### config.mk
export PLATFORM = sky130hd
export DESIGN_NAME = q24_8_fixed_point_alu
export DESIGN_NICKNAME = d
export VERILOG_FILES = /design/src/rtl/q24_pkg.sv /design/src/rtl/q24_front.sv /design/src/rtl/q24_div.sv /design/src/rtl/q24_back.sv /design/src/rtl/q24_8_fixed_point_alu.sv
export SDC_FILE = /design/constraint.sdc
export NUM_CORES = 2
export LEC_CHECK = 0
export BUFFER_PORTS_ARGS = -buffer_cell sky130_fd_sc_hd__buf_2
export CELL_PAD_IN_SITES_DETAIL_PLACEMENT = 1
export CELL_PAD_IN_SITES_GLOBAL_PLACEMENT = 1
export CORE_AREA = 2 2 352 354
export DETAILED_ROUTE_END_ITERATION = 10
export DIE_AREA = 0 0 354 356
export HOLD_SLACK_MARGIN = 0.03
export PLACE_DENSITY_LB_ADDON = 0.1
export SYNTH_ARGS = -nofsm -noshare
export SYNTH_HDL_FRONTEND = slang
export SYNTH_SLANG_ARGS = --single-unit
### constraint.sdc
create_clock -name clk_i -period 12.7 [get_ports clk_i]
set_input_delay 2.54 -clock clk_i [delete_from_list [all_inputs] [get_ports clk_i]]
set_output_delay 2.54 -clock clk_i [all_outputs]
set_load 0.005 [all_outputs]
### src/rtl/q24_pkg.sv
// Shared types and constants of the Q24.8 fixed-point ALU.
`default_nettype none

package q24_pkg;

  localparam int DataW = 32;

  typedef enum logic [3:0] {
    CMD_ADD        = 4'd0,
    CMD_SUB        = 4'd1,
    CMD_MUL        = 4'd2,
    CMD_DIV        = 4'd3,
    CMD_COMPARE    = 4'd4,
    CMD_MIN        = 4'd5,
    CMD_MAX        = 4'd6,
    CMD_FROM_INT   = 4'd7,
    CMD_FROM_FLOAT = 4'd8,
    CMD_TO_FLOAT   = 4'd9,
    CMD_TO_INT     = 4'd10,
    CMD_NONE       = 4'd15
  } cmd_e;

  localparam logic [2:0] ST_OK   = 3'd0;
  localparam logic [2:0] ST_DIV0 = 3'd1;
  localparam logic [2:0] ST_NAN  = 3'd2;
  localparam logic [2:0] ST_INF  = 3'd3;
  localparam logic [2:0] ST_SAT  = 3'd4;

  // One classified operation as it travels from the front to the back.
  typedef struct packed {
    cmd_e                    cmd;
    logic                    use_div;
    logic signed [DataW-1:0] a;
    logic signed [DataW-1:0] b;
    logic        [DataW-1:0] x;
  } op_t;

endpackage

`default_nettype wire

### src/rtl/q24_front.sv
// Front end: accepts operations, classifies them and queues them for the back end.
`default_nettype none

module q24_front (
  input  wire logic                clk_i,
  input  wire logic                rst_ni,
  input  wire logic                in_valid_i,
  output logic                     in_ready_o,
  input  wire logic [3:0]          cmd_i,
  input  wire logic signed [31:0]  operand_a_i,
  input  wire logic signed [31:0]  operand_b_i,
  input  wire logic signed [31:0]  int_value_i,
  input  wire logic [31:0]         float_bits_i,
  output logic                     op_valid_o,
  input  wire logic                op_ready_i,
  output q24_pkg::op_t             op_o
);
  import q24_pkg::*;

  op_t        queue_q [2];
  logic       wr_ptr_q, wr_ptr_d;
  logic       rd_ptr_q, rd_ptr_d;
  logic [1:0] cnt_q, cnt_d;
  op_t        op_new;
  logic       push, pop;

  always_comb begin
    op_new = '0;
    if (cmd_i <= CMD_TO_INT) begin
      op_new.cmd = cmd_e'(cmd_i);
    end else begin
      op_new.cmd = CMD_NONE;
    end
    op_new.a       = operand_a_i;
    op_new.b       = operand_b_i;
    op_new.x       = (op_new.cmd == CMD_FROM_INT) ? int_value_i : float_bits_i;
    // A zero divisor is settled at once and never reaches the divider.
    op_new.use_div = (op_new.cmd == CMD_DIV) && (operand_b_i != '0);
  end

  assign in_ready_o = (cnt_q != 2'd2);
  assign op_valid_o = (cnt_q != 2'd0);
  assign op_o       = queue_q[rd_ptr_q];
  assign push       = in_valid_i && in_ready_o;
  assign pop        = op_valid_o && op_ready_i;

  always_comb begin
    wr_ptr_d = push ? ~wr_ptr_q : wr_ptr_q;
    rd_ptr_d = pop ? ~rd_ptr_q : rd_ptr_q;
    cnt_d    = cnt_q + 2'(push) - 2'(pop);
  end

  always_ff @(posedge clk_i or negedge rst_ni) begin
    if (!rst_ni) begin
      wr_ptr_q <= 1'b0;
      rd_ptr_q <= 1'b0;
      cnt_q    <= 2'd0;
    end else begin
      wr_ptr_q <= wr_ptr_d;
      rd_ptr_q <= rd_ptr_d;
      cnt_q    <= cnt_d;
    end
  end

  always_ff @(posedge clk_i) begin
    if (push) begin
      queue_q[wr_ptr_q] <= op_new;
    end
  end

endmodule

`default_nettype wire

### src/rtl/q24_div.sv
// Iterative restoring divider, one quotient bit per cycle.
`default_nettype none

module q24_div #(
  parameter int NUM_W = 40,
  parameter int DEN_W = 32
) (
  input  wire logic             clk_i,
  input  wire logic             rst_ni,
  input  wire logic             in_valid_i,
  output logic                  in_ready_o,
  input  wire logic [NUM_W-1:0] num_i,
  input  wire logic [DEN_W-1:0] den_i,
  output logic                  out_valid_o,
  input  wire logic             out_ready_i,
  output logic [NUM_W-1:0]      quo_o
);
  localparam int CntW = $clog2(NUM_W + 1);

  logic             busy_q, done_q;
  logic [CntW-1:0]  cnt_q;
  logic [DEN_W-1:0] rem_q, den_q;
  logic [NUM_W-1:0] quo_q;
  logic [DEN_W:0]   rem_sh, rem_sub;
  logic             ge;
  logic             start;

  assign in_ready_o  = !busy_q && !done_q;
  assign out_valid_o = done_q;
  assign quo_o       = quo_q;
  assign start       = in_valid_i && in_ready_o;

  always_comb begin
    rem_sh  = {rem_q, quo_q[NUM_W-1]};
    rem_sub = rem_sh - {1'b0, den_q};
    ge      = (rem_sh >= {1'b0, den_q});
  end

  always_ff @(posedge clk_i or negedge rst_ni) begin
    if (!rst_ni) begin
      busy_q <= 1'b0;
      done_q <= 1'b0;
      cnt_q  <= '0;
    end else begin
      if (start) begin
        busy_q <= 1'b1;
        cnt_q  <= CntW'(NUM_W);
      end else if (busy_q) begin
        cnt_q <= cnt_q - 1'b1;
        if (cnt_q == CntW'(1)) begin
          busy_q <= 1'b0;
          done_q <= 1'b1;
        end
      end else if (done_q && out_ready_i) begin
        done_q <= 1'b0;
      end
    end
  end

  always_ff @(posedge clk_i) begin
    if (start) begin
      quo_q <= num_i;
      rem_q <= '0;
      den_q <= den_i;
    end else if (busy_q) begin
      rem_q <= ge ? rem_sub[DEN_W-1:0] : rem_sh[DEN_W-1:0];
      quo_q <= {quo_q[NUM_W-2:0], ge};
    end
  end

endmodule

`default_nettype wire

### src/rtl/q24_back.sv
// Back end: executes queued operations in a two-stage pipeline with an iterative divider.
`default_nettype none

module q24_back #(
  parameter int FRAC_BITS = 8
) (
  input  wire logic               clk_i,
  input  wire logic               rst_ni,
  input  wire logic               op_valid_i,
  output logic                    op_ready_o,
  input  wire q24_pkg::op_t       op_i,
  output logic                    out_valid_o,
  input  wire logic               out_ready_i,
  output logic signed [31:0]      result_value_o,
  output logic [31:0]             float_result_o,
  output logic                    is_greater_o,
  output logic                    is_less_o,
  output logic                    is_equal_o,
  output logic [2:0]              status_o
);
  import q24_pkg::*;

  localparam int NumW = DataW + FRAC_BITS;

  typedef struct packed {
    cmd_e        cmd;
    logic [31:0] res;
    logic        gt;
    logic        lt;
    logic        eq;
    logic [2:0]  st;
    logic        fsign;
    logic [31:0] fmag;
    logic [4:0]  fp;
  } exec_t;

  exec_t s1_q, s1_d, s1_op;
  logic  s1_valid_q;
  logic  out_free, s1_free, s1_adv, s1_from_op, s1_load;

  // Divider hookup.
  logic            div_in_valid, div_in_ready, div_out_valid, div_take;
  logic            div_neg_q;
  logic [31:0]     a_mag, b_mag;
  logic [NumW-1:0] div_quo;
  logic [31:0]     div_res;

  assign a_mag = op_i.a[31] ? 32'(-op_i.a) : op_i.a;
  assign b_mag = op_i.b[31] ? 32'(-op_i.b) : op_i.b;

  q24_div #(
    .NUM_W(NumW),
    .DEN_W(DataW)
  ) u_div (
    .clk_i      (clk_i),
    .rst_ni     (rst_ni),
    .in_valid_i (div_in_valid),
    .in_ready_o (div_in_ready),
    .num_i      ({a_mag, {FRAC_BITS{1'b0}}}),
    .den_i      (b_mag),
    .out_valid_o(div_out_valid),
    .out_ready_i(s1_free),
    .quo_o      (div_quo)
  );

  assign out_free     = !out_valid_o || out_ready_i;
  assign s1_free      = !s1_valid_q || out_free;
  assign s1_adv       = s1_valid_q && out_free;
  assign div_in_valid = op_valid_i && op_i.use_div;
  // While a divide is in flight, later operations wait so that order is kept.
  assign op_ready_o   = op_i.use_div ? div_in_ready : (s1_free && div_in_ready);
  assign s1_from_op   = op_valid_i && !op_i.use_div && div_in_ready && s1_free;
  assign div_take     = div_out_valid && s1_free;
  assign s1_load      = s1_from_op || div_take;
  assign div_res      = div_neg_q ? 32'(-div_quo[31:0]) : div_quo[31:0];

  always_ff @(posedge clk_i) begin
    if (div_in_valid && div_in_ready) begin
      div_neg_q <= op_i.a[31] ^ op_i.b[31];
    end
  end

  // Stage one: everything but the final float rounding.
  logic signed [63:0] prod;
  logic        [7:0]  ff_ex, ff_eff;
  logic        [22:0] ff_fr;
  logic        [23:0] ff_mant;
  logic signed [9:0]  ff_sh, ff_n;
  logic        [63:0] ff_mag;

  assign prod = op_i.a * op_i.b;

  always_comb begin
    s1_op     = '0;
    s1_op.cmd = op_i.cmd;
    ff_ex     = op_i.x[30:23];
    ff_fr     = op_i.x[22:0];
    ff_eff    = (ff_ex == 8'd0) ? 8'd1 : ff_ex;
    ff_mant   = {(ff_ex != 8'd0), ff_fr};
    ff_sh     = $signed({2'b00, ff_eff}) - 10'sd150 + 10'(FRAC_BITS);
    ff_n      = -ff_sh;
    ff_mag    = '0;
    if (ff_sh >= 0) begin
      if (ff_sh > 10'sd31) begin
        ff_mag = 64'h1_0000_0000;
      end else begin
        ff_mag = {40'd0, ff_mant} << ff_sh[4:0];
      end
    end else if (ff_n < 10'sd25) begin
      ff_mag = ({40'd0, ff_mant} + (64'd1 << (ff_n[4:0] - 5'd1))) >> ff_n[4:0];
    end
    case (op_i.cmd)
      CMD_ADD:     s1_op.res = op_i.a + op_i.b;
      CMD_SUB:     s1_op.res = op_i.a - op_i.b;
      CMD_MUL:     s1_op.res = prod[FRAC_BITS+31:FRAC_BITS];
      CMD_DIV:     s1_op.st  = ST_DIV0;
      CMD_COMPARE: begin
        s1_op.gt = op_i.a > op_i.b;
        s1_op.lt = op_i.a < op_i.b;
        s1_op.eq = op_i.a == op_i.b;
      end
      CMD_MIN:      s1_op.res = (op_i.a <= op_i.b) ? op_i.a : op_i.b;
      CMD_MAX:      s1_op.res = (op_i.a >= op_i.b) ? op_i.a : op_i.b;
      CMD_FROM_INT: s1_op.res = op_i.x << FRAC_BITS;
      CMD_TO_INT:   s1_op.res = 32'(op_i.a >>> FRAC_BITS);
      CMD_FROM_FLOAT: begin
        if (ff_ex == 8'hFF) begin
          s1_op.st = (ff_fr != '0) ? ST_NAN : ST_INF;
        end else if (op_i.x[31]) begin
          if (ff_mag > 64'h8000_0000) begin
            s1_op.st  = ST_SAT;
            s1_op.res = 32'h8000_0000;
          end else begin
            s1_op.res = 32'(-ff_mag[31:0]);
          end
        end else if (ff_mag > 64'h7FFF_FFFF) begin
          s1_op.st  = ST_SAT;
          s1_op.res = 32'h7FFF_FFFF;
        end else begin
          s1_op.res = ff_mag[31:0];
        end
      end
      CMD_TO_FLOAT: begin
        s1_op.fsign = op_i.a[31];
        s1_op.fmag  = a_mag;
        for (int i = 0; i < 32; i++) begin
          if (a_mag[i]) begin
            s1_op.fp = 5'(i);
          end
        end
      end
      default: ;
    endcase
  end

  always_comb begin
    s1_d = s1_q;
    if (div_take) begin
      s1_d     = '0;
      s1_d.cmd = CMD_DIV;
      s1_d.res = div_res;
    end else if (s1_from_op) begin
      s1_d = s1_op;
    end
  end

  always_ff @(posedge clk_i or negedge rst_ni) begin
    if (!rst_ni) begin
      s1_valid_q <= 1'b0;
    end else if (s1_load) begin
      s1_valid_q <= 1'b1;
    end else if (s1_adv) begin
      s1_valid_q <= 1'b0;
    end
  end

  always_ff @(posedge clk_i) begin
    s1_q <= s1_d;
  end

  // Stage two: shift and round to nearest even for the float result.
  logic [5:0]  tf_pe;
  logic [3:0]  tf_k;
  logic [31:0] tf_rem, tf_half;
  logic [55:0] tf_wide;
  logic [24:0] tf_m;
  logic [7:0]  tf_exp;
  logic [31:0] tf_bits;

  always_comb begin
    tf_pe   = {1'b0, s1_q.fp};
    tf_k    = '0;
    tf_rem  = '0;
    tf_half = '0;
    tf_wide = '0;
    tf_m    = '0;
    if (s1_q.fp <= 5'd23) begin
      tf_wide = {24'd0, s1_q.fmag} << (5'd23 - s1_q.fp);
      tf_m    = tf_wide[24:0];
    end else begin
      tf_k    = 4'(s1_q.fp - 5'd23);
      tf_rem  = s1_q.fmag & ((32'd1 << tf_k) - 32'd1);
      tf_half = 32'd1 << (tf_k - 4'd1);
      tf_m    = 25'(s1_q.fmag >> tf_k);
      if (tf_rem > tf_half || (tf_rem == tf_half && tf_m[0])) begin
        tf_m = tf_m + 25'd1;
      end
      if (tf_m[24]) begin
        tf_m  = tf_m >> 1;
        tf_pe = tf_pe + 6'd1;
      end
    end
    tf_exp  = 8'(tf_pe) + 8'd127 - 8'(FRAC_BITS);
    tf_bits = (s1_q.fmag == '0) ? 32'd0 : {s1_q.fsign, tf_exp, tf_m[22:0]};
  end

  always_ff @(posedge clk_i or negedge rst_ni) begin
    if (!rst_ni) begin
      out_valid_o <= 1'b0;
    end else if (out_free) begin
      out_valid_o <= s1_valid_q;
    end
  end

  always_ff @(posedge clk_i) begin
    if (s1_adv) begin
      result_value_o <= s1_q.res;
      float_result_o <= (s1_q.cmd == CMD_TO_FLOAT) ? tf_bits : 32'd0;
      is_greater_o   <= s1_q.gt;
      is_less_o      <= s1_q.lt;
      is_equal_o     <= s1_q.eq;
      status_o       <= s1_q.st;
    end
  end

  a_no_pass_div: assert property (@(posedge clk_i) disable iff (!rst_ni)
    (op_valid_i && op_ready_o && !op_i.use_div) |-> div_in_ready)
    else $error("operation passed a divide still in flight");

  a_one_source: assert property (@(posedge clk_i) disable iff (!rst_ni)
    !(s1_from_op && div_take))
    else $error("stage one loaded from two sources");

  a_s1_hold: assert property (@(posedge clk_i) disable iff (!rst_ni)
    (s1_valid_q && !out_free) |=> (s1_valid_q && $stable(s1_q)))
    else $error("stage one changed while stalled");

  a_div0_zero: assert property (@(posedge clk_i) disable iff (!rst_ni)
    (s1_valid_q && s1_q.st == ST_DIV0) |-> (s1_q.res == '0))
    else $error("divide by zero with nonzero result");

endmodule

`default_nettype wire

### src/rtl/q24_8_fixed_point_alu.sv
// Top level of the signed Q24.8 fixed-point ALU.
//
// One operation enters on the in channel (in_valid_i/in_ready_o) with cmd_i,
// operand_a_i, operand_b_i, int_value_i and float_bits_i, and gives exactly
// one result on the out channel (out_valid_o/out_ready_i), in order.
// The front queues up to two operations; the back runs a two-stage pipeline
// whose second stage ends in the output register, so a result passes the
// stage-one register and then the output register. A new operation can be
// taken each cycle while no divide is in flight and the output is free. A
// divide with nonzero divisor holds the bit-serial divider until stage one
// takes its quotient; operations behind it wait in the queue meanwhile.
// A divide by zero is settled at once with status 1.
// Reset empties the queue and pipeline; no state survives between operations.
// When the receiver stalls, the output register holds its result, the
// pipeline and queue fill, and in_ready_o drops once the queue is full.
`default_nettype none

module q24_8_fixed_point_alu #(
  parameter int FRAC_BITS = 8
) (
  input  wire logic               clk_i,
  input  wire logic               rst_ni,
  input  wire logic               in_valid_i,
  output logic                    in_ready_o,
  input  wire logic [3:0]         cmd_i,
  input  wire logic signed [31:0] operand_a_i,
  input  wire logic signed [31:0] operand_b_i,
  input  wire logic signed [31:0] int_value_i,
  input  wire logic [31:0]        float_bits_i,
  output logic                    out_valid_o,
  input  wire logic               out_ready_i,
  output logic signed [31:0]      result_value_o,
  output logic [31:0]             float_result_o,
  output logic                    is_greater_o,
  output logic                    is_less_o,
  output logic                    is_equal_o,
  output logic [2:0]              status_o
);
  import q24_pkg::*;

  logic op_valid, op_ready;
  op_t  op;

  q24_front u_front (
    .clk_i       (clk_i),
    .rst_ni      (rst_ni),
    .in_valid_i  (in_valid_i),
    .in_ready_o  (in_ready_o),
    .cmd_i       (cmd_i),
    .operand_a_i (operand_a_i),
    .operand_b_i (operand_b_i),
    .int_value_i (int_value_i),
    .float_bits_i(float_bits_i),
    .op_valid_o  (op_valid),
    .op_ready_i  (op_ready),
    .op_o        (op)
  );

  q24_back #(
    .FRAC_BITS(FRAC_BITS)
  ) u_back (
    .clk_i         (clk_i),
    .rst_ni        (rst_ni),
    .op_valid_i    (op_valid),
    .op_ready_o    (op_ready),
    .op_i          (op),
    .out_valid_o   (out_valid_o),
    .out_ready_i   (out_ready_i),
    .result_value_o(result_value_o),
    .float_result_o(float_result_o),
    .is_greater_o  (is_greater_o),
    .is_less_o     (is_less_o),
    .is_equal_o    (is_equal_o),
    .status_o      (status_o)
  );

endmodule

`default_nettype wire
==> out/results.ini <==
[synthesis]
yosysWarningCount = 0
synthTopCellsByCount = nand2_1 (963), inv_1 (952), nor2_1 (664), fa_1 (646), edfxtp_1 (369)
syn_area_sq_um = 60900
synth_top_cell_by_area = fa_1
yosysMostFrequentCell = nand2_1
synth_area_per_cell_sq_um = 8.71
async_flop_share_pct = 2.97
synth_flop_cell = edfxtp_1
yosys.area.top_type_share_pct = 21.2
ys_seq_elements = 471
ys_top_cells_by_area = fa_1 (21%), edfxtp_1 (18%), ha_1 (6.5%), nand2_1 (5.9%), inv_1 (5.9%)
synth-edff-count = 369
synth_nets = 8094
netlist_instances = 6994
synth.distinct_cells = 105
ys_seq_area_share_pct = 21.7

[setup_path]
critical_path.startpoint_type = register
critPathArrivalTime_ns = 11.93
critPathMaxStageDelay_ns = 0.66
worst_path_most_repeated_cell = fa_1
r2r_end = u_back.s1_q[73]
startpoint = u_front.rd_ptr_q
cp-end-kind = register
worstPathMaxFanout = 65
crit_required_ns = 13.06
reg2reg_slack_ns = 1.14
ff2ff_path_depth = 34
timing.rr.start = u_front.rd_ptr_q
critPathKind = reg -> reg
crit_slowest_cell = dfrtp_4

[cts]
clock-sinks = 471
numCtsBuffers = 51
cts_setup_buffers = 0
htreeDepth = 2
clk_latency_ns = 0.63
cts-hold-fix-buffers = 0
cts_tree = done
clkTransAtPathRegs_ns = 0.06
cts_resized = 0
cts_root_buf = clkbuf_16
cts_buffer_depth = 3

[timing]
hold_viol = 0
setup_viol = 0
tightest_slew_ns = 1.49
skew_ns = 0.0199
rsz0062_at_grt = no
period_share_pct = 91.1
relSlewSlack_pct = -0.195
min_period_ns = 11.56
fmax_mhz = 86.5
setup_tns_ns = 0
finalMaxSlewViolations = 1

[routing]
drt_iter0_markers = 5667
vias = 56000
drt_wl_total_um = 263000
wire_per_inst_um = 30.1
viasPerCell = 6.41
drtPass1Iterations = 9
drc = 0
ant_nets = 0

[floorplanning]
fp.dieW_um = 354
start_util_pct = 49.6
die_h_um = 356
die-area_sq_um = 126000
rows = 129
pin_count = 208
core_area_sq_um = 123000

[global_route]
grt_use_total_pct = 41.4
antenna_found_initial = 16
grt_max_degree = 72
grt_pass1_wl_um = 388000
first_global_vias = 58200
gr-total-overflow = 0

[flow_run]
cap_violations = 1

[placement]
dp_hpwl_um = 203000
place.port_buffers = 207
gp_congestion = 1.04

[min_path]
hold_class = reg -> reg
holdPathEnd = u_back.result_value_o[12]
hold-path-cell-count = 0
hp-start = u_back.s1_q[56]

[cells_and_area]
seq_area_sq_um = 13200
drive_gt1_share_pct = 10.7
nets = 8162
multiInputGateArea_sq_um = 42700
fillCellCount = 14500
area_growth_pct = 8.27

[status]
violations = capacitance limit, slew limit
status = complete, but fails checks

layout make-up:
class / instances / area share (%)
sequential: 471 / 20.0
tap: 1637 / 3.11
timing repair buffer: 398 / 3.77
multi-input combinational: 5154 / 64.8
antenna: 8 / 0.0304
inverter: 986 / 5.61
clock buffer: 66 / 2.15
clock inverter: 29 / 0.490
stage by stage:
step           worst slack, ns  utilization [%]  hold WS (ns)  std cells  cell area [sq um]
2_1_floorplan             1.78                -         0.400       6994              60900
3_3_place_gp              1.67             52.3         0.405       8646              64200
3_5_place_dp              1.43             52.3         0.406       8646              64200
4_1_cts                   1.40             53.7         0.420       8741              65900
5_1_grt                  0.238             53.7         0.438       8747              65900
6_report                  1.14             53.7         0.419       8749              65900
worst max path at each step:
stage	end	slack, ns	cells after the start
after floorplan	u_back.s1_q[75]	1.78	43
after global placement	u_back.s1_q[75]	1.67	35
after detailed placement	u_back.s1_q[55]	1.43	38
after CTS	u_back.s1_q[73]	1.40	34
after global routing	u_back.s1_q[55]	0.24	36
final	u_back.s1_q[73]	1.14	34
sequential cells by signal, indices dropped and copies added (netlist names), 2 cells and up:
| name | flops |
|---|---|
| u_back.float_result_o | 32 |
| u_back.result_value_o | 32 |
| u_back.s1_q | 80 |
| u_back.status_o | 3 |
| u_back.u_div.cnt_q | 6 |
| u_back.u_div.den_q | 32 |
| u_back.u_div.quo_o | 40 |
| u_back.u_div.rem_q | 32 |
| u_front.cnt_q | 2 |
| u_front.queue_q | 202 |
worst max-delay path, delay by kind of cell (launching register included):
| kind | cells | cell delay [ns] |
|---|---|---|
| compound gates | 10 | 3.02 |
| fa+ha+maj | 10 | 4.41 |
| buf+inv | 8 | 1.83 |
| flops | 1 | 0.66 |
| mux | 1 | 0.13 |
| simple gates | 5 | 1.12 |
cell families after synthesis:
kind of cell,share of synthesized area (%)
xor+xnor,4.11
compound gates,15.2
fa+ha+maj,27.8
buf+inv,8.57
simple gates,15.8
mux,6.89
flops,21.7
cells in the final DEF, fill, tap and decap left out, types with 66 or more instances in the layout:
master | netlist | final
nand2_1 | 963 | 963
inv_1 | 952 | 951
nor2_1 | 664 | 658
fa_1 | 646 | 646
edfxtp_1 | 369 | 369
a21oi_1 | 321 | 320
ha_1 | 318 | 317
o21ai_0 | 245 | 245
xnor2_1 | 215 | 211
buf_2 | 14 | 207
buf_4 | 3 | 190
mux2i_1 | 185 | 166
nor3_1 | 112 | 109
mux2_2 | 107 | 107
nand3_1 | 87 | 87
dfxtp_1 | 88 | 87
a22o_1 | 81 | 81
a211oi_1 | 72 | 72
o211ai_1 | 67 | 67
xor2_1 | 68 | 66
routing by layer:
metal	wire length (um)	global-route usage [%]	part of all wire [%]	vias up
li1	-	-	-	23900
met1	101000	52.7	38	28500
met2	120000	66.8	46	2923
met3	25300	8.48	9.6	750
met4	16300	21.3	6.2	8
met5	47	0	0.018	-
Power is left out: the tool's default activity adds up to more than one toggle a clock period on the data nets, which glitch-free logic cannot reach.
